### src/design/tmdc_pkg.sv
// Package: shared constants and types for the text-mode display controller.
`timescale 1ns / 1ps
package tmdc_pkg;
  localparam int COLUMNS = 80;
  localparam int ROWS = 25;
  localparam int GLYPH_WIDTH = 8;
  localparam int GLYPH_HEIGHT = 16;
  localparam int PALETTE_ENTRIES = 16;
  localparam int CELL_COUNT = COLUMNS * ROWS;
  localparam int CHAR_BYTES = CELL_COUNT * 2;
  localparam int PAL_BYTES = PALETTE_ENTRIES * 3;
  localparam int ATLAS_GLYPHS = 128;
  localparam int FONT_DEPTH = 32768;
  localparam int CELL_AW = $clog2(CELL_COUNT);
  localparam int PAL_AW = $clog2(PAL_BYTES);
  localparam int FONT_AW = 15;
  localparam int CX_W = 10;
  localparam int CY_W = 9;
  localparam int FONT_THRESHOLD = 127;

  localparam logic [1:0] CMD_READ = 2'd0;
  localparam logic [1:0] CMD_WRITE = 2'd1;
  localparam logic [1:0] CMD_PIXEL = 2'd2;
  localparam logic [1:0] CMD_FONT = 2'd3;

  localparam logic [1:0] REG_CHAR_BASE = 2'd0;
  localparam logic [1:0] REG_PAL_BASE = 2'd1;
  localparam logic [1:0] REG_VSYNC = 2'd2;

  // Operation kinds after classification.
  localparam logic [2:0] OP_NONE = 3'd0;
  localparam logic [2:0] OP_CHAR_RD = 3'd1;
  localparam logic [2:0] OP_CHAR_WR = 3'd2;
  localparam logic [2:0] OP_PAL_RD = 3'd3;
  localparam logic [2:0] OP_PAL_WR = 3'd4;
  localparam logic [2:0] OP_VSYNC = 3'd5;
  localparam logic [2:0] OP_PIXEL = 3'd6;
  localparam logic [2:0] OP_FONT = 3'd7;

  typedef struct packed {
    logic [2:0] op;
    logic [CELL_AW:0] char_off;
    logic [PAL_AW-1:0] pal_off;
    logic [7:0] data;
    logic [CELL_AW-1:0] cell_index;
    logic [3:0] sub_x;
    logic [4:0] sub_y;
    logic [FONT_AW-1:0] font_addr;
  } tmdc_op_t;
endpackage

### src/design/tmdc_front.sv
// Front end: address decode and pixel-to-cell classification of input items.
`timescale 1ns / 1ps
module tmdc_front (
  input  logic [1:0] command,
  input  logic [15:0] bus_address,
  input  logic [7:0] write_data,
  input  logic [9:0] pixel_x,
  input  logic [8:0] pixel_y,
  input  logic [14:0] font_index,
  input  logic [15:0] char_region_base,
  input  logic [15:0] palette_region_base,
  input  logic [15:0] vsync_strobe_address,
  output tmdc_pkg::tmdc_op_t op
);
  import tmdc_pkg::*;
  logic [16:0] char_diff;
  logic [16:0] pal_diff;
  logic hit_char;
  logic hit_pal;
  logic hit_vs;
  logic [CX_W-1:0] cx;
  logic [CY_W-1:0] cy;
  logic [17:0] cell_full;

  always_comb begin
    char_diff = {1'b0, bus_address} - {1'b0, char_region_base};
    pal_diff = {1'b0, bus_address} - {1'b0, palette_region_base};
    hit_char = !char_diff[16] && (char_diff < 17'(CHAR_BYTES));
    hit_pal = !pal_diff[16] && (pal_diff < 17'(PAL_BYTES));
    hit_vs = bus_address == vsync_strobe_address;
    // Constant divisors fold to shifts for the default glyph size.
    cx = CX_W'(pixel_x / GLYPH_WIDTH);
    cy = CY_W'(pixel_y / GLYPH_HEIGHT);
    cell_full = 18'(cy) * 18'(COLUMNS) + 18'(cx);
    op.char_off = char_diff[CELL_AW:0];
    op.pal_off = pal_diff[PAL_AW-1:0];
    op.data = write_data;
    op.cell_index = cell_full[CELL_AW-1:0];
    op.sub_x = 4'(pixel_x % GLYPH_WIDTH);
    op.sub_y = 5'(pixel_y % GLYPH_HEIGHT);
    op.font_addr = font_index;
    op.op = OP_NONE;
    case (command)
      CMD_READ: begin
        if (hit_char) op.op = OP_CHAR_RD;
        else if (hit_pal) op.op = OP_PAL_RD;
      end
      CMD_WRITE: begin
        if (hit_char) op.op = OP_CHAR_WR;
        else if (hit_pal) op.op = OP_PAL_WR;
        else if (hit_vs) op.op = OP_VSYNC;
      end
      CMD_PIXEL: begin
        if (32'(cx) < COLUMNS && 32'(cy) < ROWS) op.op = OP_PIXEL;
      end
      default: op.op = OP_FONT;
    endcase
  end
endmodule

### config.mk
export PLATFORM = sky130hd
export DESIGN_NAME = tmdc_front
export DESIGN_NICKNAME = d
export VERILOG_FILES = /design/src/design/tmdc_pkg.sv /design/src/design/tmdc_front.sv
export SDC_FILE = /design/constraint.sdc
export NUM_CORES = 1
export LEC_CHECK = 0
export BUFFER_PORTS_ARGS = -buffer_cell sky130_fd_sc_hd__clkbuf_2
export CORE_ASPECT_RATIO = 1.2
export CORE_MARGIN = 4
export CORE_UTILIZATION = 40
export DETAILED_ROUTE_END_ITERATION = 16
export GPL_TIMING_DRIVEN = 0
export PLACE_DENSITY = 0.92
export SLEW_MARGIN = 10
export SYNTH_ARGS = -nofsm -noshare
export SYNTH_HDL_FRONTEND = slang
export SYNTH_SLANG_ARGS = --single-unit
### constraint.sdc
create_clock -name vclk -period 4.7
set_clock_uncertainty 0.2 [all_clocks]
set_input_delay 0.94 -clock vclk [all_inputs]
set_output_delay 0.94 -clock vclk [all_outputs]
set_load 0.02 [all_outputs]
; After elaboration in Yosys (flattened, before gate mapping)
; Cells that the tools add are included.
[op_classes]
n_addsub = 3
multipliers = 1
n_lt_le_gt_ge = 4
eq_ne = 3
muxes = 7
reduce_logical = 6
[ops]
columns = cell, n
row1 = subtractor 16 x 16 -> 17 bit, 2
row2 = less-than comparator 17 x 12 -> 1 bit (second input constant), 1
row3 = less-than comparator 17 x 6 -> 1 bit (second input constant), 1
row4 = equality test 16 bit, 1
row5 = two-way mux 3 bit, 4
row6 = adder 11 x 7 -> 11 bit, 1
row7 = one-hot mux 3 bit (3 select lines), 1
row8 = less-than comparator 7 bit (second input constant), 1
row9 = multiplier 5 x 3 -> 7 bit (second input constant), 1
row10 = less-than comparator 5 bit (second input constant), 1
row11 = two-way mux 2 bit, 2
row12 = logical AND 1 bit, 3
row13 = equality test 2 x 1 -> 1 bit (second input constant), 1
row14 = equality test 2 bit (second input constant), 1
row15 = zero test 1 bit, 2
row16 = zero test 2 bit, 1
[word_totals]
register_bits = 0
out_inout_bits = 64

; Longest topological paths before layout
[depth]
word_depth = 6
ltp_mapped = 13
ltp_nobuf = 13

; Worst setup path before layout
; OpenSTA, ideal clock, no wires.
[synth_path]
kind = input to output
startpoint = input port bus_address[0]
endpoint = output port op[62] (netlist bit)
arrival_time_ns = 3.694
t_required_ns = 3.560
setup_slack_ns = -0.134
cell_stages = 13
n_path_buf = 0
cell_sequence = inv_1 > ha_1 > inv_1 > fa_1 > a21oi_1 > o2111ai_1 > a31oi_1 > xor2_1 > o211ai_1 > or4_4 > or4b_4 > nor4_2 > a211o_1
[synth_lines]
columns = element, line
row1 = start: declaration, tmdc_front.sv:5  ; input logic [15:0] bus_address,
row2 = end: declaration, tmdc_front.sv:13  ; output tmdc_pkg::tmdc_op_t op

==> results by group <==
Yosys
  • Mux contribution to synthesized area: less than 1%
  • XOR/XNOR Fraction of Synth Area: between 10% and 20%
  • Yosys warns: 0
  • Synthesized area per cell: approximately 7.3 sq um
  • Mapped Area: 2502 sq um
  • Distinct cells, synth: 56
  • Post-synthesis sequential area ratio: 0%
  • Synth Area in Adders: a little under a quarter
  • Main combinational cell family by area after synthesis: compound AO/OA/AOI/OAI gates
  • Cell count after synthesis: around 340
  • Compound-Gate Fraction of Synth Area: roughly 27%
  • Simple-Gate Fraction of Synth Area: between 10% and 20%

Pwr
  • Switch Pwr: 0.2981 mW
  • Worst VDD drop: 0.08517 mV
  • Internal power: around 0.22 mW
  • Comb pwr share: between 90% and 100%
  • Clock Power Share: 0%
  • Cell Pwr Density: 150.7 nW/um^2
  • Sw Share: between 50% and 60%
  • Reg power frac: 0%
  • Leakage power: a little under 2 nW

STA
  • Max Slew Vio Count: 0
  • Setup TNS: -848.0 ps
  • Final min period: between 5000 and 6000 ps
  • Fmax: ~200 MHz
  • Fin crit share: 107.0%
  • Hold Vio Cnt, Final: 0
  • Count of final setup violators: 3
  • Final setup margin: -326.7 ps
  • RSZ-0062 raised after global routing: yes

Place
  • PortBufs: approximately 140
  • Placed cell count: roughly 560
  • Post-DP HPWL: 7035 um
  • RD Place Congestion: roughly 0.84

Floorplanning
  • Starting Density: 41.36%
  • I/O pin total: between 150 and 200
  • Chip Height: approximately 95 um
  • Chip Width: 80.21 um
  • Core area: between 6000 and 7000 sq um
  • Die area: between 7000 and 8000 sq um
  • Rows: 31

Final layout
  • Layout Cells excl Fill: between 500 and 600
  • Area grow syn2layout: 37.75%
  • Register Area: 0 sq um
  • Fillers: about 550
  • N_diodes: 0
  • Clock buffer cells: 0
  • Nets: ~640
  • Num sequential: 0
  • Share of post-route cells with drive strength above 1: a little over two fifths

Min path
  • Worst min path class: input pin to primary output

Global route
  • Vias in the first global route: about 2900
  • GR Overflow Total: 0
  • Global-route wire length before repair: about 12000 um
  • GRT Util Overall: about 19%
  • Largest net degree at the start of global routing: 8
  • Antenna violations before repair: 0

Routing
  • Wl on met1: 3232 um
  • Vias post-DR: just under 3000
  • DRT iter0 DRCs: 87
  • Final ANT Viol Nets: 0
  • Final WL: approximately 8000 um
  • Drt first pass iters: 4
  • Residual DRC: 0
  • WL met2: 3958 um
  • Top sig layer: met4
  • Wirelength per Cell: around 14 um
  • DR vias/cell: a little over 5
  • WL met3: approximately 670 um

Worst setup path
  • Crit path required time: between 3000 and 4000 ps
  • Slowest stage delay, CP: 520 ps
  • Worst Path Class, Setup: input pin to primary output
  • Worst Path Max Fanout: 5
  • Critical Path Source Type: input pin
  • Critical path's slowest cell: or4b_4
  • Critical path endpoint category: primary output
  • CP arrival: 3890 ps
  • Crit-path cells: clkbuf_2 > ha_1 > nor2b_1 > o31a_4 > o21ai_4 > o32ai_2 > or4_1 > a31oi_1 > or4b_4 > nor4_4 > a211o_1 > clkbuf_8

Flow run
  • Max_cap viols: 0

Outcome
  • Status: finished with violations
  • Failing checks: setup timing
[repair_timing]
item / CTS / global route
cloned: 0 / 0
setup buffers: 5 / 3
pin swaps: 7 / 4
gates resized for setup: 17 / 4
endpoints found under the setup margin: 3 / 3
hold buffers: 0 / 0
[cells by family after synthesis]
| group | Yosys count |
|---|---|
| AO/OA/AOI/OAI | 95 |
| XOR/XNOR | 42 |
| adder cells (fa/ha/maj) | 45 |
| buffers and inverters | 93 |
| multiplexers | 1 |
| other | 1 |
| AND/OR/NAND/NOR | 66 |
[worst max-delay path, delay by kind of cell]
kind	cells	cell delay, ps
AND/OR/NAND/NOR	4	1300
AO/OA/AOI/OAI	5	1010
buffers and inverters	2	310
adder cells (fa/ha/maj)	1	310
[routing by layer]
layer / vias up / global-route usage (%)
li1: 1461 / -
met1: 1318 / 22.83
met2: 142 / 37.09
met3: 14 / 1.908
met4: 0 / 3.662
met5: - / 0
[final timing paths]
| kind | start | to | slack (ps) | depth (start not counted) |
|---|---|---|---|---|
| worst min-delay path | font_index[4] | op[4] | 1900 | 2 |
| worst max-delay path | bus_address[1] | op[62] | -330 | 12 |
[placed cells by master (no fill, tap or decap), types with 2 or more instances in the layout]
cell type,synthesis,final
clkbuf_2,0,133
inv_1,56,54
buf_4,37,45
ha_1,41,40
xor2_1,26,26
a21oi_1,25,21
nor2_1,19,19
xnor2_1,16,16
o21ai_0,12,11
nand2_1,9,9
a21o_1,9,9
nand3_1,7,7
nor2b_1,6,6
o21a_1,5,5
a211oi_1,6,5
a21oi_2,1,4
nor4_1,4,4
nand2b_1,3,3
nor3_1,3,3
a31oi_1,3,3
o22ai_1,3,3
o211ai_1,3,3
o211a_1,3,3
o21ai_1,1,2
a211o_1,2,2
o21bai_1,2,2
or4_1,2,2
a22oi_1,2,2
o21ai_2,2,2
nand4_1,2,2
or3_1,2,2
o311ai_0,2,2
fa_1,4,2
fa_2,0,2
conb_1,1,2
clkbuf_8,0,2
[stage by stage]
step | power [mW] | util [%] | cell area, sq um | setup slack (ps) | hold WS [ps]
after global placement | 0.4840 | 54.57 | 3302 | -382.2 | 1906
after floorplan | 0.3474 | - | 2519 | 10.07 | 1793
final | 0.5193 | 56.97 | 3447 | -326.7 | 1904
after CTS | 0.5116 | 56.45 | 3416 | -328.9 | 1906
after global routing | 0.5655 | 56.97 | 3447 | -470.9 | 1911
after detailed placement | 0.4950 | 54.57 | 3302 | -415.2 | 1906
[cells in the mapped netlist (all sizes together)]
master / instances / area (sq um)
o32ai: 1 / 16.27
nor2b: 6 / 37.54
or2b: 1 / 8.760
nand4: 2 / 12.51
buf: 37 / 277.8
o211a: 3 / 30.03
a311oi: 1 / 8.760
a211oi: 6 / 45.04
o311ai: 2 / 17.52
nor2: 19 / 71.32
a21oi: 26 / 133.9
o21a: 6 / 46.30
o2111a: 2 / 23.77
o311a: 1 / 10.01
o21ai: 16 / 98.85
a21o: 9 / 67.56
o31ai: 2 / 15.01
inv: 56 / 210.2
nor3b: 1 / 7.510
nand2: 10 / 40.04
xor2: 26 / 227.7
xnor2: 16 / 140.1
nor4: 5 / 37.53
nand3: 7 / 35.03
fa: 4 / 80.08
and3: 1 / 6.260
a211o: 2 / 17.52
o21bai: 2 / 15.01
or4b: 1 / 13.76
mux2i: 1 / 10.01
nor4b: 1 / 8.760
o31a: 2 / 27.53
nand2b: 3 / 18.77
ha: 41 / 513.0
or3: 2 / 12.51
a31oi: 3 / 18.77
o211ai: 3 / 22.52
nor3: 4 / 25.02
conb: 1 / 3.750
a22oi: 2 / 15.01
o2111ai: 1 / 8.760
o22ai: 4 / 31.28
a41oi: 1 / 8.760
or4: 3 / 26.27
[area by class of cell]
cell class	instances	area (sq um)	area share, %
repair buffers	144	768.2	22.29
multi-input cells	251	2083	60.44
plain buffers	37	277.8	8.058
inverters	56	215.2	6.243
well taps	82	102.6	2.976
[power groups by stage]
stage | registers [mW] | clock network (mW) | logic (mW)
2_1_floorplan | 0 | 0 | 0.347
3_5_place_dp | 0 | 0 | 0.495
6_report | 0 | 0 | 0.519
4_1_cts | 0 | 0 | 0.512
3_3_place_gp | 0 | 0 | 0.484
5_1_grt | 0 | 0 | 0.565
No activity file was read; power rests on OpenSTA's default activity.
