--- src/design/tmdc_pkg.sv ---
// Package: shared constants and types for the text-mode display controller.
`timescale 1ns / 1ps
package tmdc_pkg;
  localparam int COLUMNS = 80;
  localparam int ROWS = 25;
  localparam int GLYPH_WIDTH = 8;
  localparam int GLYPH_HEIGHT = 16;
  localparam int PALETTE_ENTRIES = 16;
  localparam int CELL_COUNT = COLUMNS * ROWS;
  localparam int CHAR_BYTES = CELL_COUNT * 2;
  localparam int PAL_BYTES = PALETTE_ENTRIES * 3;
  localparam int ATLAS_GLYPHS = 128;
  localparam int FONT_DEPTH = 32768;
  localparam int CELL_AW = $clog2(CELL_COUNT);
  localparam int PAL_AW = $clog2(PAL_BYTES);
  localparam int FONT_AW = 15;
  localparam int CX_W = 10;
  localparam int CY_W = 9;
  localparam int FONT_THRESHOLD = 127;

  localparam logic [1:0] CMD_READ = 2'd0;
  localparam logic [1:0] CMD_WRITE = 2'd1;
  localparam logic [1:0] CMD_PIXEL = 2'd2;
  localparam logic [1:0] CMD_FONT = 2'd3;

  localparam logic [1:0] REG_CHAR_BASE = 2'd0;
  localparam logic [1:0] REG_PAL_BASE = 2'd1;
  localparam logic [1:0] REG_VSYNC = 2'd2;

  // Operation kinds after classification.
  localparam logic [2:0] OP_NONE = 3'd0;
  localparam logic [2:0] OP_CHAR_RD = 3'd1;
  localparam logic [2:0] OP_CHAR_WR = 3'd2;
  localparam logic [2:0] OP_PAL_RD = 3'd3;
  localparam logic [2:0] OP_PAL_WR = 3'd4;
  localparam logic [2:0] OP_VSYNC = 3'd5;
  localparam logic [2:0] OP_PIXEL = 3'd6;
  localparam logic [2:0] OP_FONT = 3'd7;

  typedef struct packed {
    logic [2:0] op;
    logic [CELL_AW:0] char_off;
    logic [PAL_AW-1:0] pal_off;
    logic [7:0] data;
    logic [CELL_AW-1:0] cell_index;
    logic [3:0] sub_x;
    logic [4:0] sub_y;
    logic [FONT_AW-1:0] font_addr;
  } tmdc_op_t;
endpackage

--- src/design/tmdc_queue.sv ---
// Two-entry queue between the front end and the back end.
`timescale 1ns / 1ps
module tmdc_queue (
  input  logic clk,
  input  logic rst,
  input  logic in_valid,
  output logic in_ready,
  input  tmdc_pkg::tmdc_op_t in_op,
  output logic out_valid,
  input  logic out_ready,
  output tmdc_pkg::tmdc_op_t out_op
);
  import tmdc_pkg::*;
  tmdc_op_t slots [2];
  logic wr_ptr;
  logic rd_ptr;
  logic [1:0] count;
  logic push;
  logic pop;

  assign in_ready = count != 2'd2;
  assign out_valid = count != 2'd0;
  assign out_op = slots[rd_ptr];
  assign push = in_valid && in_ready;
  assign pop = out_valid && out_ready;

  always_ff @(posedge clk) begin
    if (push) slots[wr_ptr] <= in_op;
    if (rst) begin
      wr_ptr <= 1'b0;
      rd_ptr <= 1'b0;
      count <= 2'd0;
    end else begin
      if (push) wr_ptr <= !wr_ptr;
      if (pop) rd_ptr <= !rd_ptr;
      count <= count + 2'(push) - 2'(pop);
    end
  end
endmodule

--- config.mk ---
export PLATFORM = sky130hd
export DESIGN_NAME = tmdc_queue
export DESIGN_NICKNAME = d
export VERILOG_FILES = /design/src/design/tmdc_pkg.sv /design/src/design/tmdc_queue.sv
export SDC_FILE = /design/constraint.sdc
export NUM_CORES = 1
export LEC_CHECK = 0
export ABC_AREA = 0
export ABC_CLOCK_PERIOD_IN_PS = 2850
export BUFFER_PORTS_ARGS = -buffer_cell sky130_fd_sc_hd__buf_2
export CAP_MARGIN = 10
export CELL_PAD_IN_SITES_DETAIL_PLACEMENT = 0
export CELL_PAD_IN_SITES_GLOBAL_PLACEMENT = 2
export CORE_MARGIN = 2
export CORE_UTILIZATION = 37
export CTS_CLUSTER_DIAMETER = 40
export DETAILED_ROUTE_END_ITERATION = 10
export PLACE_DENSITY = 0.77
export SLEW_MARGIN = 10
export SYNTH_ARGS = -nofsm -noshare
export SYNTH_HDL_FRONTEND = slang
export SYNTH_SLANG_ARGS = --single-unit
--- constraint.sdc ---
create_clock -name clk -period 2.85 [get_ports clk]
set_input_delay 0.57 -clock clk [delete_from_list [all_inputs] [get_ports clk]]
set_output_delay 0.57 -clock clk [all_outputs]
set_load 0.03 [all_outputs]
Yosys cells after proc, flatten, opt, wreduce, memory -nomap -nowiden
Memories as Yosys holds them, arrays and structs flattened. A register that Yosys moved wholly into a read port is not among the register bits.
Index checks and enable logic that the tools add are counted.
{ "word_totals": {"ramBits": 128, "memories": 1, "out_inout_bits": 66, "regBits": 4, "word_cells": 16} }
{ "mem_list": {"columns": ["memory", "depth", "width", "read_ports", "rd_clocked_by_memory_dff", "write_ports", "line_no", "text"], "rows": [
  ["slots", 2, 64, 1, 1, 1, "tmdc_queue.sv:14", "tmdc_op_t slots [2];"]
]} }
{ "op_classes": {"n_eq_ne": 1, "n_mux": 4, "n_addsub": 2, "n_reduce_logical": 5} }
{ "op_table": {"columns": ["operator", "count"], "rows": [
  ["2-to-1 mux 1 bit", 4],
  ["adder 2 x 1 -> 2 bit", 1],
  ["logical AND 1 bit", 2],
  ["logical NOT 1 bit", 2],
  ["!= test 2 bit, second input constant", 1],
  ["nonzero test 2 bit", 1],
  ["subtractor 2 x 1 -> 2 bit", 1]
]} }

Longest topological paths before layout
{ "logic_depth": {"ltp_word": 4, "ltp_mapped": 6, "depth_no_buf": 6} }

Worst setup path before layout
OpenSTA, ideal clock, no wires.
{ "synth_timing": {"path_kind": "flip-flop to flip-flop", "from": "reg count[0]", "to": "mem slots[0][0] in the netlist's numbering (enable)", "t_required_ns": 2.432, "arrival_time_ns": 2.155, "path_buffers": 0, "setup_slack_ns": 0.277, "stages_incl_launch_ff": 4, "path_cell_list": "dfxtp_1 -> nand2b_1 -> nand3b_1 -> inv_1"} }
{ "synth_via": {"elab_chain_cells": 4} }
{ "synth_lines": {"columns": ["item", "line_no", "text"], "rows": [
  ["start, declared", "tmdc_queue.sv:17", "logic [1:0] count;"],
  ["start signal, assigned", "tmdc_queue.sv:36", "count <= count + 2'(push) - 2'(pop);"],
  ["!= test 2 bit", "tmdc_queue.sv:21", "assign in_ready = count != 2'd2;"],
  ["via in_ready", "tmdc_queue.sv:7", "output logic in_ready,"],
  ["logical AND 1 bit", "tmdc_queue.sv:24", "assign push = in_valid && in_ready;"],
  ["2-to-1 mux 1 bit", "tmdc_queue.sv:28", "if (push) slots[wr_ptr] <= in_op;"],
  ["2-to-1 mux 1 bit (implied by the code)", "tmdc_queue.sv:28", null],
  ["end, declared", "tmdc_queue.sv:14", null]
]} }
The timed path passes the listed nets, and every way through them passes these cells.

==> reports/results.md <==
| Quantity | This run | Unit |
| --- | --- | --- |
| Total Power Consumption | 6090 | uW |
| Count of final setup violators | 0 | - |
| Number of buffer cells added on primary ports | 133 | - |
| Post-Layout Cell Count | 565 | - |
| Worst clock skew on the final layout | 0.00647 | ns |
| Detailed-route via count | 2556 | - |
| Final Max Slew Viols | 0 | - |
| Final antenna-violating net count | 0 | - |
| Count of inserted antenna diode cells | 0 | - |
| Top cell type's share of synthesized area | 78.2 | % |
| Period minus WS final | 2.45 | ns |
| Most used DFF post-synth | sky130_fd_sc_hd__edfxtp_1 | - |
| Portion of the post-synthesis area used by sequential elements | 80.3 | % |
| Largest net degree at the start of global routing | 65 | - |
| Setup TNS after final layout | 0 | ns |
| Worst slew margin relative to its limit | 64.6 | % |
| Placeable Area | 13100 | sq um |
| Signal arrival time at the worst endpoint | 1.88 | ns |
| Via-per-instance ratio | 4.52 | - |
| Yosys top cell by area | sky130_fd_sc_hd__edfxtp_1 | - |
| Type of the setup path with the least slack | reg -> out | - |
| Synth-to-layout area growth | 31.0 | % |
| Number of standard-cell rows in the floorplan | 42 | - |
| Result of the run | completed | - |
| Synth area leaders | sky130_fd_sc_hd__edfxtp_1 (78%), sky130_fd_sc_hd__mux2_1 (14%), sky130_fd_sc_hd__dfxtp_1 (2.0%) | - |
| Ys Warns | 0 | - |
| Fin util | 49.2 | % |
| Net total in the final layout | 445 | - |
| Sinks on Clock Net | 133 | - |
| Clock insertion delay at the later pin of the skew report | 0.41 | ns |
| Count of instances resized after the clock tree is built | 0 | - |
| Slew at the pin closest to its max-slew limit | 0.531 | ns |
| Post-synthesis instance area | 4910 | sq um |
| Starting density of the core | 37.5 | % |
| PD cells | 947 | nW/um^2 |
| Min-Delay Endpoint | slots[1][40]$_DFFE_PP_ | - |
| Number of enable flip-flop cells after synthesis | 128 | - |
| Net count after synthesis | 297 | - |
| Startpoint types | flip-flop | - |
| Maximum ir drop on the vdd rail | 501 | uV |
| DRT Wirelength | 8740 | microns |
| Reg-to-Reg End | slots[1][5]$_DFFE_PP_ | - |
| Overflow left after global routing | 0 | - |
| H-tree level count | 4 | - |
| Top-level port count | 134 | - |
| First-pass GRT wire length | 13500 | microns |
| RSZ-0062 raised after global routing | no | - |
| DIE AREA | 14200 | sq um |
| Worst reg2reg path depth | 3 | - |
| Pre-antenna DRT Iters | 4 | - |
| Required time worst endpoint | 2.28 | ns |
| Element type at the critical path end | output pin | - |
| Share of final-layout standard cells stronger than drive strength 1 | 44.2 | % |
| Final hold slack | 0.350 | ns |
| Die Span Y | 119 | microns |
| Deepest clock path buffer count | 2 | - |
| Clk root buf | sky130_fd_sc_hd__clkbuf_16 | - |
| Share of synthesized registers carrying an async set or reset | 0 | % |
| Clock tree from TritonCTS | yes | - |
| Worst R2R Start | count[0]$_SDFF_PP0_ | - |
| Drt first-iter violations | 103 | - |
| Maximum achievable frequency | 409 | MHz |
| Number of global-route vias before repair | 2628 | - |
| Average cell area after synthesis | 21.5 | sq um |
| Count of cell types in the netlist | 26 | - |
| Clock Pin Slew Worst Setup and Hold Paths | 0.05 | ns |
| Initial antenna violation count | 0 | - |
| Placed cells | 533 | - |
| Gate Count Post-Synth | 228 | - |
| Number of clock buffers inserted by TritonCTS | 17 | - |
| Part of the cycle the worst path needs | 85.9 | % |
| Min-Delay Path Depth | 1 | - |
| Class of the tightest hold or removal check | in -> reg | - |
| Detailed-route DRC error count | 0 | - |
| Max-cap violations | 0 | - |
| Final weighted congestion of routability-driven global placement | 0.658 | - |
| Horiz. Die Dim | 119 | microns |
| Dpl hpwl | 5500 | microns |
| Setup slack, reg-to-reg | 1.02 | ns |
| Global router's overall resource usage | 12.9 | % |
| Leakage | 0.00242 | uW |
| Worst Path Max Fanout | 39 | - |
| Detail-routed net length per standard cell | 15.5 | microns |
| Hold path start | in_op[40] | - |
| Synth Register Bits | 133 | - |
| Cts hold-fix bufs | 0 | - |
| Post-CTS Setup Inserts | 0 | - |
| Final count of hold timing violations | 0 | - |
worst max-delay path by stage:
stage                            endpoint  depth (start not counted)                 from  slack (ns)
global route                   out_op[50]                          3            flip-flop        0.29
finish                         out_op[52]                          3            flip-flop        0.40
detailed placement             out_op[52]                          3            flip-flop        0.79
CTS                            out_op[52]                          3            flip-flop        0.33
global placement               out_op[52]                          3            flip-flop        0.81
floorplan           slots[0][0]$_DFFE_PP_                          3  count[0]$_SDFF_PP0_        0.28
metrics by stage:
step           setup WS [ns]  cell area [sq um]
6_report               0.402               6430
5_1_grt                0.288               6430
4_1_cts                0.330               6430
3_5_place_dp           0.790               5790
3_3_place_gp           0.805               5790
2_1_floorplan          0.277               4910
critical path: stages (launching register included):
cell and delay, ns:
sky130_fd_sc_hd__dfxtp_4 0.60, sky130_fd_sc_hd__buf_12 0.30, sky130_fd_sc_hd__mux2_1 0.38, sky130_fd_sc_hd__buf_2 0.19
cell usage after synthesis, drive strengths merged (2+ instances only):
cell type and instances:
and3 2, buf 7, dfxtp 5, edfxtp 128
mux2 64, nor2 4, nor2b 2, o21ai 2
power by group:
| group | internal [uW] | total [uW] | switching (uW) |
|---|---|---|---|
| registers | 2380 | 2470 | 93.3 |
| clock network | 1620 | 2360 | 734 |
| logic | 426 | 1260 | 837 |
| total | 4430 | 6090 | 1660 |
cells in the final DEF, fill, tap and decap left out:
cell type	instances
sky130_fd_sc_hd__nand3_1	1
sky130_fd_sc_hd__dfxtp_4	1
sky130_fd_sc_hd__nor4bb_2	1
sky130_fd_sc_hd__clkbuf_16	17
sky130_fd_sc_hd__a21oi_1	1
sky130_fd_sc_hd__nand3b_1	1
sky130_fd_sc_hd__a21bo_1	1
sky130_fd_sc_hd__buf_12	3
sky130_fd_sc_hd__mux2_2	4
sky130_fd_sc_hd__or2_2	1
sky130_fd_sc_hd__o21ba_1	1
sky130_fd_sc_hd__clkinv_2	1
sky130_fd_sc_hd__inv_2	1
sky130_fd_sc_hd__clkbuf_1	3
sky130_fd_sc_hd__o21ai_0	1
sky130_fd_sc_hd__clkinv_1	4
sky130_fd_sc_hd__nor2_1	4
sky130_fd_sc_hd__nand2b_1	1
sky130_fd_sc_hd__nor2b_1	2
sky130_fd_sc_hd__o21ai_1	1
sky130_fd_sc_hd__clkinvlp_4	1
sky130_fd_sc_hd__xor2_1	1
sky130_fd_sc_hd__edfxtp_1	128
sky130_fd_sc_hd__mux2_1	60
sky130_fd_sc_hd__o31a_1	1
sky130_fd_sc_hd__ha_1	1
sky130_fd_sc_hd__nor3_2	1
sky130_fd_sc_hd__buf_2	133
sky130_fd_sc_hd__nor4_1	1
sky130_fd_sc_hd__dfxtp_1	4
sky130_fd_sc_hd__and3_4	2
sky130_fd_sc_hd__bufinv_16	6
cell type report:
class,count,area (sq um)
fillers,1107,6650
clock buffers,20,437
repair buffers,136,726
inverters,1,3.75
clock inverters,12,208
well taps,176,220
flip-flops and latches,133,3950
multi-input cells,87,893
flip-flops by register name, indices dropped and copies added (netlist names), named ones only:
register	flops
rd_ptr	1
wr_ptr	1
slots	128
count	2
cell families (layout without fill, tap and decap cells):
logic type	after synthesis	in the layout	share of synthesized area (%)
adders and majority gates	1	1	0.255
xor gates and xnor gates	1	1	0.178
and+or+nand+nor	15	15	2.11
muxes	64	64	14.7
buffers and inverters	8	169	1.60
DFF	133	133	80.3
AOI/OAI and AO/OA	6	6	0.891
layer usage:
metal  GRT usage [%]  up-vias  share of wire, %  wire (microns)
li1                -     1199                 -               -
met1            15.7     1258                43            3760
met2            20.2       91                49            4310
met3            5.46        8               6.5             570
met4            5.36        0               1.1             100
met5               0        -                 0               0
Note: power is estimated with default switching activity, not from simulation.
